[config.mk]
export PLATFORM = sky130hd
export DESIGN_NAME = nmea_sentence_checksum_check_top
export DESIGN_NICKNAME = d
export VERILOG_FILES = /design/src/sv/nscc_pkg.sv /design/src/sv/nscc_verdict.sv /design/src/sv/nmea_sentence_checksum_check_top.sv
export SDC_FILE = /design/constraint.sdc
export NUM_CORES = 1
export LEC_CHECK = 0
export ABC_CLOCK_PERIOD_IN_PS = 9000
export BUFFER_PORTS_ARGS = -buffer_cell sky130_fd_sc_hd__clkbuf_2
export CAP_MARGIN = 20
export CELL_PAD_IN_SITES_DETAIL_PLACEMENT = 0
export CELL_PAD_IN_SITES_GLOBAL_PLACEMENT = 2
export CORE_ASPECT_RATIO = 1.1
export CORE_MARGIN = 5
export CORE_UTILIZATION = 39
export CTS_CLUSTER_DIAMETER = 40
export DETAILED_ROUTE_END_ITERATION = 12
export GPL_TIMING_DRIVEN = 0
export PLACE_DENSITY_LB_ADDON = 0.1
export SYNTH_ARGS = -nofsm -noshare
export SYNTH_HDL_FRONTEND = slang
export SYNTH_SLANG_ARGS = --single-unit
[constraint.sdc]
create_clock -name i_clk -period 9 [get_ports i_clk]
set_input_delay 0.9 -clock i_clk [delete_from_list [all_inputs] [get_ports i_clk]]
set_output_delay 0.9 -clock i_clk [all_outputs]
set_load 0.03 [all_outputs]
[src/sv/nscc_pkg.sv]
// ----------------------------------------------------------------------------
// nscc_pkg
// Shared types, character codes and hex decoding for the NMEA sentence
// checksum checker.
// ----------------------------------------------------------------------------
package nscc_pkg;

    localparam logic [7:0] CH_START = 8'h24;  // '$'
    localparam logic [7:0] CH_CR    = 8'h0D;  // carriage return
    localparam logic [7:0] CH_STAR  = 8'h2A;  // '*'

    localparam int unsigned RESULT_W = 26;
    localparam int unsigned TDATA_W  = 32;

    // first member sits in the highest bits, so checksum_ok lands at bit 0
    typedef struct packed {
        logic       first_sentence;
        logic [7:0] received_sum;
        logic [7:0] computed_sum;
        logic [7:0] sentence_length;
        logic       checksum_ok;
    } t_result;

    typedef struct packed {
        logic       valid;
        logic [3:0] value;
    } t_hex;

    function automatic t_hex hex_decode(input logic [7:0] c);
        t_hex h;
        h.valid = 1'b1;
        h.value = 4'd0;
        if (c inside {[8'h30:8'h39]}) begin
            h.value = 4'(c - 8'h30);
        end else if (c inside {[8'h41:8'h46]}) begin
            h.value = 4'(c - 8'h37);
        end else if (c inside {[8'h61:8'h66]}) begin
            h.value = 4'(c - 8'h57);
        end else begin
            h.valid = 1'b0;
        end
        return h;
    endfunction

endpackage

[src/sv/nscc_verdict.sv]
// ----------------------------------------------------------------------------
// nscc_verdict
// Evaluates a finished sentence: framing, hex digits and checksum compare.
// ----------------------------------------------------------------------------
module nscc_verdict (
    input  logic [7:0]       i_count,
    input  logic [7:0]       i_xor,
    input  logic [2:0][7:0]  i_recent,   // entry 0 is the newest byte
    input  logic             i_first,
    output nscc_pkg::t_result o_result
);
    import nscc_pkg::*;

    t_hex       hi;
    t_hex       lo;
    logic       hex_ok;
    logic       long_enough;
    logic [7:0] rcv;
    logic [7:0] calc;

    always_comb begin
        hi          = hex_decode(i_recent[1]);
        lo          = hex_decode(i_recent[0]);
        hex_ok      = hi.valid && lo.valid;
        rcv         = hex_ok ? {hi.value, lo.value} : 8'd0;
        long_enough = (i_count >= 8'd4);
        // strip the star and the two digits back out of the running XOR
        calc        = long_enough ? (i_xor ^ i_recent[0] ^ i_recent[1] ^ i_recent[2]) : 8'd0;

        o_result.checksum_ok     = long_enough && (i_recent[2] == CH_STAR) && hex_ok
                                   && (rcv == calc);
        o_result.sentence_length = i_count;
        o_result.computed_sum    = calc;
        o_result.received_sum    = rcv;
        o_result.first_sentence  = i_first;
    end

endmodule

[src/sv/nmea_sentence_checksum_check_top.sv]
// ----------------------------------------------------------------------------
// nmea_sentence_checksum_check_top
// NMEA 0183 sentence framing and checksum checker on a byte stream.
// ----------------------------------------------------------------------------
// Takes one received byte per transaction, at up to one byte every cycle.
// Bytes are dropped until '$'; the sentence then runs until a carriage return
// (not counted) or until MAX_LEN bytes including the '$'. The byte that ends a
// sentence produces one verdict on m_tdata, registered in the cycle after that
// byte is taken; all other bytes produce nothing. The output register decouples
// the two sides, so input is stalled only while a verdict waits and m_tready
// is low.
module nmea_sentence_checksum_check_top #(
    parameter int unsigned MAX_LEN = 128
) (
    input  logic       i_clk,
    input  logic       i_rst_n,
    input  logic       s_tvalid,
    output logic       s_tready,
    input  logic [7:0] s_tdata,    // [7:0] rx_byte
    output logic       m_tvalid,
    input  logic       m_tready,
    output logic [nscc_pkg::TDATA_W-1:0] m_tdata
    // [0] checksum_ok, [8:1] sentence_length, [16:9] computed_sum,
    // [24:17] received_sum, [25] first_sentence, [31:26] zero
);
    import nscc_pkg::*;

    localparam logic [7:0] MAX_COUNT = 8'(MAX_LEN);

    logic             r_collecting;
    logic [7:0]       r_count;
    logic [7:0]       r_xor;
    logic [2:0][7:0]  r_recent;
    logic             r_seen;
    logic             r_out_valid;
    t_result          r_out;

    logic             n_collecting;
    logic [7:0]       n_count;
    logic [7:0]       n_xor;
    logic [2:0][7:0]  n_recent;
    logic             accept;
    logic             is_cr;
    logic             finish;
    t_result          verdict;

    assign s_tready = !r_out_valid || m_tready;
    assign accept   = s_tvalid && s_tready;
    assign is_cr    = (s_tdata == CH_CR);

    always_comb begin
        n_collecting = r_collecting;
        n_count      = r_count;
        n_xor        = r_xor;
        n_recent     = r_recent;
        finish       = 1'b0;
        if (!r_collecting) begin
            if (s_tdata == CH_START) begin
                n_collecting = 1'b1;
                n_count      = 8'd1;
                n_xor        = 8'd0;
                n_recent     = '0;
            end
        end else if (is_cr) begin
            finish = 1'b1;
        end else begin
            n_count  = r_count + 8'd1;
            n_xor    = r_xor ^ s_tdata;
            n_recent = {r_recent[1], r_recent[0], s_tdata};
            finish   = (n_count >= MAX_COUNT);
        end
        if (finish) begin
            n_collecting = 1'b0;
        end
    end

    // verdict sees the state after this byte (unchanged on carriage return)
    nscc_verdict u_verdict (
        .i_count  (n_count),
        .i_xor    (n_xor),
        .i_recent (n_recent),
        .i_first  (!r_seen),
        .o_result (verdict)
    );

    always_ff @(posedge i_clk) begin
        if (!i_rst_n) begin
            r_collecting <= 1'b0;
            r_count      <= 8'd0;
            r_xor        <= 8'd0;
            r_recent     <= '0;
            r_seen       <= 1'b0;
            r_out_valid  <= 1'b0;
        end else begin
            if (accept) begin
                r_collecting <= n_collecting;
                r_count      <= n_count;
                r_xor        <= n_xor;
                r_recent     <= n_recent;
                if (finish) begin
                    r_seen <= 1'b1;
                end
            end
            if (accept && finish) begin
                r_out_valid <= 1'b1;
            end else if (m_tready) begin
                r_out_valid <= 1'b0;
            end
        end
    end

    always_ff @(posedge i_clk) begin
        if (accept && finish) begin
            r_out <= verdict;
        end
    end

    assign m_tvalid = r_out_valid;
    assign m_tdata  = {(TDATA_W - RESULT_W)'(0), r_out};

`ifndef NO_ASSERTIONS
    a_count_range: assert property (@(posedge i_clk) disable iff (!i_rst_n)
        r_collecting |-> (r_count >= 8'd1) && (r_count < MAX_COUNT))
        else $error("byte count out of range while collecting");

    a_cr_gives_result: assert property (@(posedge i_clk) disable iff (!i_rst_n)
        (accept && r_collecting && is_cr) |=> m_tvalid && !r_collecting)
        else $error("carriage return did not close the sentence");

    a_ok_needs_length: assert property (@(posedge i_clk) disable iff (!i_rst_n)
        (m_tvalid && r_out.checksum_ok) |-> (r_out.sentence_length >= 8'd4))
        else $error("passing verdict on a short sentence");

    a_first_once: assert property (@(posedge i_clk) disable iff (!i_rst_n)
        (accept && finish && r_seen) |=> !r_out.first_sentence)
        else $error("first_sentence set after a sentence was already seen");
`endif

endmodule

==> results.py, run 1 <==
metrics = {
    "setup_path": {
        "critical_path.slowest_cell": "a22oi_1",
        "crit_arrival_ns": 5.24,
        "worst_setup_start_kind": "primary input",
        "critical_path.max_fanout": 9,
        "worst_path_largest_cell_delay_ns": 0.62,
        "cp_common_cell": "buf_2",
        "path_cells": "clkbuf_2 > nor4bb_1 > buf_2 > a21o_1 > nand2_2 > a22oi_1 > ha_1 > inv_1 > a311o_1 > a211o_1 > a221o_1 > buf_2 > or3_1 > or4_1 > a311oi_1",
        "setup.worst_path.class": "primary input to register",
        "setup.worst_path.end_class": "register",
        "worst-path-buf-inv": 4,
        "cp.required_ns": 9.16,
        "crit_family": "compound AO/OA/AOI/OAI gates",
    },
    "logic_synthesis": {
        "syn-mean-instance-area_um2": 8.72,
        "yosysTopAreaCellShare_pct": 19.7,
        "synth_area_leaders": "dfxtp_1 (20%), edfxtp_1 (18%), xnor2_1 (6.4%)",
        "synth_cell_types": 71,
        "synthArstFlopShare_pct": 0,
        "synth_enable_flop_cells": 26,
        "syn-cell-area_um2": 4370,
        "ys_dominant_reg_cell": "dfxtp_1",
        "synth_seq_cells": 69,
        "post_synth_inst_count": 501,
        "yosys.area.top_type": "dfxtp_1",
        "synth_seq_area_share_pct": 37.6,
        "ys_warn_count": 0,
    },
    "place": {
        "dpl.hpwl_mm": 10.0,
        "place_worst_setup_slack_ns": 3.60,
        "post-place-cells": 688,
        "number_of_buffer_cells_added_on_primary_ports": 33,
        "gp_congestion": 0.895,
    },
    "timing": {
        "timing.clock.skew_ns": 0.00674,
        "finalWorstPathRequiredPeriod_ns": 5.07,
        "grt_setup_unrepaired": "no",
        "setup-violations-final": 0,
        "final-hold-violation-count": 0,
        "maxSlewHeadroom_pct": 51.0,
        "tightestPinTransition_ns": 0.733,
        "final.setup.worst_slack_ns": 3.93,
        "tns_ns": 0,
        "final-max-slew-violation-count": 0,
        "timing.fmax_mhz": 197,
        "layout_worst_path_cycle_share_pct": 56.4,
    },
    "global_route": {
        "globalRouteOverflowTotal": 0,
        "grt_first_pass_wirelength_mm": 20.8,
        "initial_antenna_violation_count": 0,
        "largest_net_degree_at_the_start_of_global_routing": 21,
        "grt_pass1_vias": 3654,
        "grt_util_all_layers_pct": 20.1,
    },
    "routing": {
        "drt_first_pass_iters": 4,
        "initialDrtViolationCount": 284,
        "drtAntennaViolNets": 0,
        "detail_route.wl_per_cell_um": 18.9,
        "remaining_drcs": 0,
        "finalWirelength_mm": 13.3,
        "routed-via-count": 3923,
        "drt-vias-per-instance": 5.57,
    },
    "clock_network": {
        "holdBufCountCts": 0,
        "post_cts_buffers": 0,
        "ctsLongestPathBuffers": 2,
        "cts.htree.levels": 3,
        "cts.sinks": 69,
        "cts.reportedPaths.clkPinSlew_ns": 0.06,
        "postCtsResizedCells": 0,
        "clock-root-buffer": "clkbuf_16",
        "cts_tree": "done",
        "insertion_delay_ns": 0.34,
        "cts-buffers-inserted": 9,
    },
    "final_layout": {
        "antennaDiodeCount": 0,
        "final_layout_size_suffix_gt1_share_pct": 14.7,
        "layout.nets": 572,
        "final_core_util_pct": 46.7,
        "area_growth_pct": 17.2,
        "layoutNonFillerInstCount": 704,
    },
    "floorplan": {
        "io-pin-count": 46,
        "die_width_um": 111,
        "die_y_um": 121,
        "core-area_um2": 11000,
        "die_area_um2": 13400,
        "placementRows": 40,
        "initial_utilization_pct": 39.9,
    },
    "min_path": {
        "holdCritPathClass": "register to register",
    },
    "job": {
        "drv_cap": 0,
    },
    "power": {
        "leakagePower_nw": 1.92,
        "ir_drop_mv": 0.101,
        "powerDensity_nw_per_um2": 166,
    },
    "status": {
        "status": "completed",
    },
}
## synthesized netlist by cell type, types with 4 or more instances
cell type and number:
ha_1 8, nand4_1 5, nor2_1 55, nor3b_1 8, o21ai_0 22, a22oi_1 16
o211a_1 12, buf_2 5, and2_1 4, edfxtp_1 26, nor3_1 8, mux2i_1 9
nand3_1 14, a21oi_1 20, a31oi_1 5, nand2_1 60, xnor2_1 32, a32oi_1 5
dfxtp_1 43, nor2b_1 22, buf_1 5, buf_4 8, nand3b_1 4, inv_1 12
xor2_1 5, nor4b_1 4, a21boi_0 6, clkbuf_1 15
## state kept, by name (all words and copies together) (netlist names)
signal and flops:
m_tdata 26, m_tvalid 1, r_collecting 1, r_count 8, r_recent 24, r_seen 1, r_xor 8
## report_power, final
group	internal [mW]	total [mW]	switching, mW
registers	0.329	0.336	0.00679
clock network	0.278	0.420	0.143
logic	0.0352	0.0920	0.0567
## metrics by stage
step	area (um^2)	hold slack [ns]	total power [mW]
floorplan	4390	0.428	0.408
global placement	4740	0.433	0.432
detailed placement	4770	0.439	0.434
CTS	5120	0.454	0.851
global route	5120	0.490	0.873
finish	5120	0.451	0.848
## worst paths after layout
| path | slack, ns | end | startpoint | cells past startpoint |
|---|---|---|---|---|
| hold reg to reg | 0.45 | m_tdata[25] | r_seen | 1 |
| setup / recovery | 3.93 | m_tdata[0] | s_tdata[1] | 15 |
| setup reg to reg | 4.68 | m_tdata[0] | r_collecting | 14 |
| hold / removal | 0.45 | m_tdata[25] | r_seen | 1 |
## layout by cell type, fill, tap and decap left out, types with 3 or more instances in the layout
master      n
xnor2_1    32
or3_1       3
a22oi_1    16
ha_1        8
mux2i_1     9
clkbuf_2   34
nand4_1     5
bufinv_16   3
or2_2       3
mux2_2      3
a21boi_0    6
buf_1       5
nor2b_1    22
a32oi_1     5
a21o_1      3
nor4b_1     4
and2_1      4
xor2_1      5
nor3b_1     8
o211a_1    12
nor2_1     55
nand2_1    60
buf_2       6
conb_1      6
a21oi_1    20
dfxtp_1    43
clkbuf_1   15
buf_4       8
a31oi_1     5
nand3b_1    4
nor3_1      8
edfxtp_1   26
o21ai_0    22
clkbuf_16   9
nand3_1    14
inv_1      12
## routing by layer
layer  wire, um  up-vias  part of all wire (%)  track usage [%]
li1           -     1898                     -                -
met1       6130     1903                    46             27.3
met2       6270      103                    47             32.6
met3        576       19                   4.3             2.39
met4        341        0                   2.6             8.08
met5          0        -                     0                0
## final cells by class
type / instances / area, um^2
fill: 1098 / 5840
buffer: 36 / 188
tap: 147 / 184
clock buffer: 10 / 239
clock inverter: 6 / 110
timing repair buffer: 35 / 185
sequential: 69 / 1640
multi-input combinational: 388 / 2520
inverter: 13 / 48.8
## worst register-to-register path, cell delays in order (launching register included)
cell	delay, ns
dfxtp_1	0.29
buf_2	0.17
clkinv_1	0.23
a2bb2oi_2	0.43
o21ai_1	0.39
inv_1	0.22
ha_1	0.18
inv_1	0.04
a311o_1	0.30
a211o_1	0.29
a221o_1	0.25
buf_2	0.17
or3_1	0.36
or4_1	0.54
a311oi_1	0.27
## cells by family (layout without fill, tap and decap cells)
family | after synthesis | count (layout) | share of synthesized area, %
adder cells (fa/ha/maj) | 8 | 8 | 2.29
other | 1 | 6 | 0.0858
XOR/XNOR | 37 | 37 | 7.42
flip-flops | 69 | 69 | 37.6
multiplexers | 12 | 12 | 2.84
buffers and inverters | 49 | 100 | 5.41
AND/OR/NAND/NOR | 204 | 204 | 23.9
AO/OA/AOI/OAI | 121 | 121 | 20.4
(Power assumes the default switching activity.)
==> inputs of run 2 (changes only) <==
Settings changed: ABC_CLOCK_PERIOD_IN_PS 9000 to 4200, CORE_UTILIZATION 39 to 33.
Clock period 9 ns to 4.2 ns, I/O delays scaled along.
==> run 2 against run 1 <==
Largest cell class unchanged. Design area rose by 2.4%. Worst hold slack got worse by 0.013 ns. Flip-flop and latch count did not move. Clock-buffer cell count fell by 1. Sequential power rose by 110%. Setup slack got worse by 3.7 ns. Clock power rose by 110%. Via count fell by 0.84%. First-iteration DRC count fell by 3.2%. Critical path type unchanged. Largest power group unchanged. Global-route usage fell by 1.5 points.
==> results.py, run 2 (synthesis gave the netlist of run 1 again) <==
metrics = {
    "global_route": {
        "globalRouteOverflowTotal": 0,
        "grt_pass1_vias": 3802,
        "grt_util_all_layers_pct": 18.5,
        "largest_net_degree_at_the_start_of_global_routing": 22,
        "grt_first_pass_wirelength_mm": 21.8,
        "initial_antenna_violation_count": 0,
    },
    "final_layout": {
        "area_growth_pct": 20.0,
        "n_fill_cell": 1369,
        "final_layout_size_suffix_gt1_share_pct": 18.1,
        "commonest_non_fill_non_tap_cell_in_the_layout": "nand2_1",
        "largest_register_ff_count": 26,
        "layout.nets": 579,
        "antennaDiodeCount": 0,
        "final_core_util_pct": 40.0,
        "top_library_cells_by_usage_in_the_layout_fill_and_taps_aside": "nand2_1 (58), nor2_1 (55), dfxtp_1 (43)",
    },
    "clock_network": {
        "cts_tree": "done",
        "cts.htree.levels": 3,
        "ctsLongestPathBuffers": 2,
        "cts.reportedPaths.clkPinSlew_ns": 0.06,
        "cts-buffers-inserted": 9,
        "clock-root-buffer": "clkbuf_16",
        "cts.sinks": 69,
        "insertion_delay_ns": 0.34,
        "holdBufCountCts": 0,
    },
    "timing": {
        "grt_setup_unrepaired": "no",
        "tightestPinTransition_ns": 0.860,
        "finalWorstPathRequiredPeriod_ns": 3.98,
        "maxSlewHeadroom_pct": 42.7,
        "final-max-slew-violation-count": 0,
        "layout_worst_path_cycle_share_pct": 94.7,
        "timing.fmax_mhz": 251,
        "timing.clock.skew_ns": 0.00915,
        "setup-violations-final": 0,
        "final-hold-violation-count": 0,
        "finalHoldWorstSlack_ns": 0.438,
    },
    "setup_path": {
        "cp.required_ns": 4.36,
        "crit_arrival_ns": 4.14,
        "critical_path.max_fanout": 9,
        "worst_setup_start_kind": "primary input",
        "setup.worst_path.end_class": "register",
        "setup.worst_path.class": "primary input to register",
    },
    "floorplan": {
        "initial_utilization_pct": 33.3,
        "die_y_um": 131,
        "core-area_um2": 13100,
        "die_width_um": 120,
        "placementRows": 44,
        "die_area_um2": 15600,
        "io-pin-count": 46,
    },
    "routing": {
        "routed-via-count": 3890,
        "drt_first_pass_iters": 5,
        "remaining_drcs": 0,
        "detail_route.wl_per_cell_um": 19.3,
        "finalWirelength_mm": 14.0,
        "initialDrtViolationCount": 275,
        "drt-vias-per-instance": 5.37,
        "drtAntennaViolNets": 0,
    },
    "power": {
        "ir_drop_mv": 0.175,
        "internal_power_summed_over_all_cells_mw": 1.36,
        "power.combinational.fraction_pct": 11.4,
        "share_clk_of_total_power_pct": 48.9,
        "power_frac_seq_pct": 39.7,
        "sw_frac_of_total_pct": 24.8,
        "power.net_switching_mw": 0.449,
        "powerDensity_nw_per_um2": 346,
        "leakagePower_nw": 1.97,
    },
    "status": {
        "status": "completed",
    },
    "job": {
        "drv_cap": 0,
    },
    "place": {
        "dpl.hpwl_mm": 10.5,
        "number_of_buffer_cells_added_on_primary_ports": 33,
        "gp_congestion": 0.859,
    },
    "min_path": {
        "holdCritPathClass": "primary input to register",
    },
}
run 2: timing repair:
item,in CTS,in global routing
gates resized for setup,7,9
pin swaps,1,5
setup buffers,3,5
endpoints found under the setup margin,1,1
run 2: final timing paths:
kind,from,end,slack [ns],depth (start not counted)
max reg2reg,r_collecting,m_tdata[0],0.25,11
min,m_tready,m_tvalid,0.44,3
max,s_tdata[2],m_tdata[0],0.22,16
min reg2reg,r_seen,m_tdata[25],0.45,1
run 2: per-stage QoR:
step           setup slack, ns  instances  cell area, um^2  total power [mW]  TNS (ns)
6_report                 0.223        725             5240              1.81         0
5_1_grt                0.00264        725             5240              1.88         0
4_1_cts                0.00159        720             5170              1.82         0
3_5_place_dp            -0.699        701             4780             0.930    -0.699
3_3_place_gp            -0.957        700             4750             0.928    -27.95
2_1_floorplan            0.124        506             4390             0.874         0
run 2: final cells by class:
cell class                 count  area (um^2)  area share (%)
clock buffer                   9          225            4.29
sequential                    69         1640            31.3
buffer                        36          193            3.67
clock inverter                 7          114            2.17
timing repair buffer          42          240            4.58
tap                          161          201            3.84
inverter                      13         50.0           0.954
multi-input combinational    388         2580            49.2
run 2: power groups by stage:
stage                     Combinational [mW]  Clock (mW)  Sequential, mW
after CTS                              0.202       0.900           0.719
after floorplan                        0.145           0           0.729
after global routing                   0.228       0.934           0.721
after detailed placement               0.196           0           0.734
after global placement                 0.194           0           0.734
final                                  0.206       0.887           0.720
run 2: routing by layer:
layer | global-route usage (%) | part of all wire (%)
met1 | 23.8 | 46
met2 | 31.4 | 48
met3 | 3.14 | 4.3
met4 | 7.48 | 2.6
met5 | 0 | 0
run 2: worst max-delay path, stage by stage:
cell and delay, ns:
clkbuf_2 0.17, nor4bb_1 0.16, buf_4 0.16, buf_4 0.14, a2bb2oi_4 0.29, o21ai_2 0.21, inv_1 0.17, ha_1 0.17
inv_1 0.04, a311o_1 0.30, a211o_1 0.30, a221o_1 0.25, buf_2 0.18, or3_1 0.37, or4_1 0.52, a311oi_1 0.26
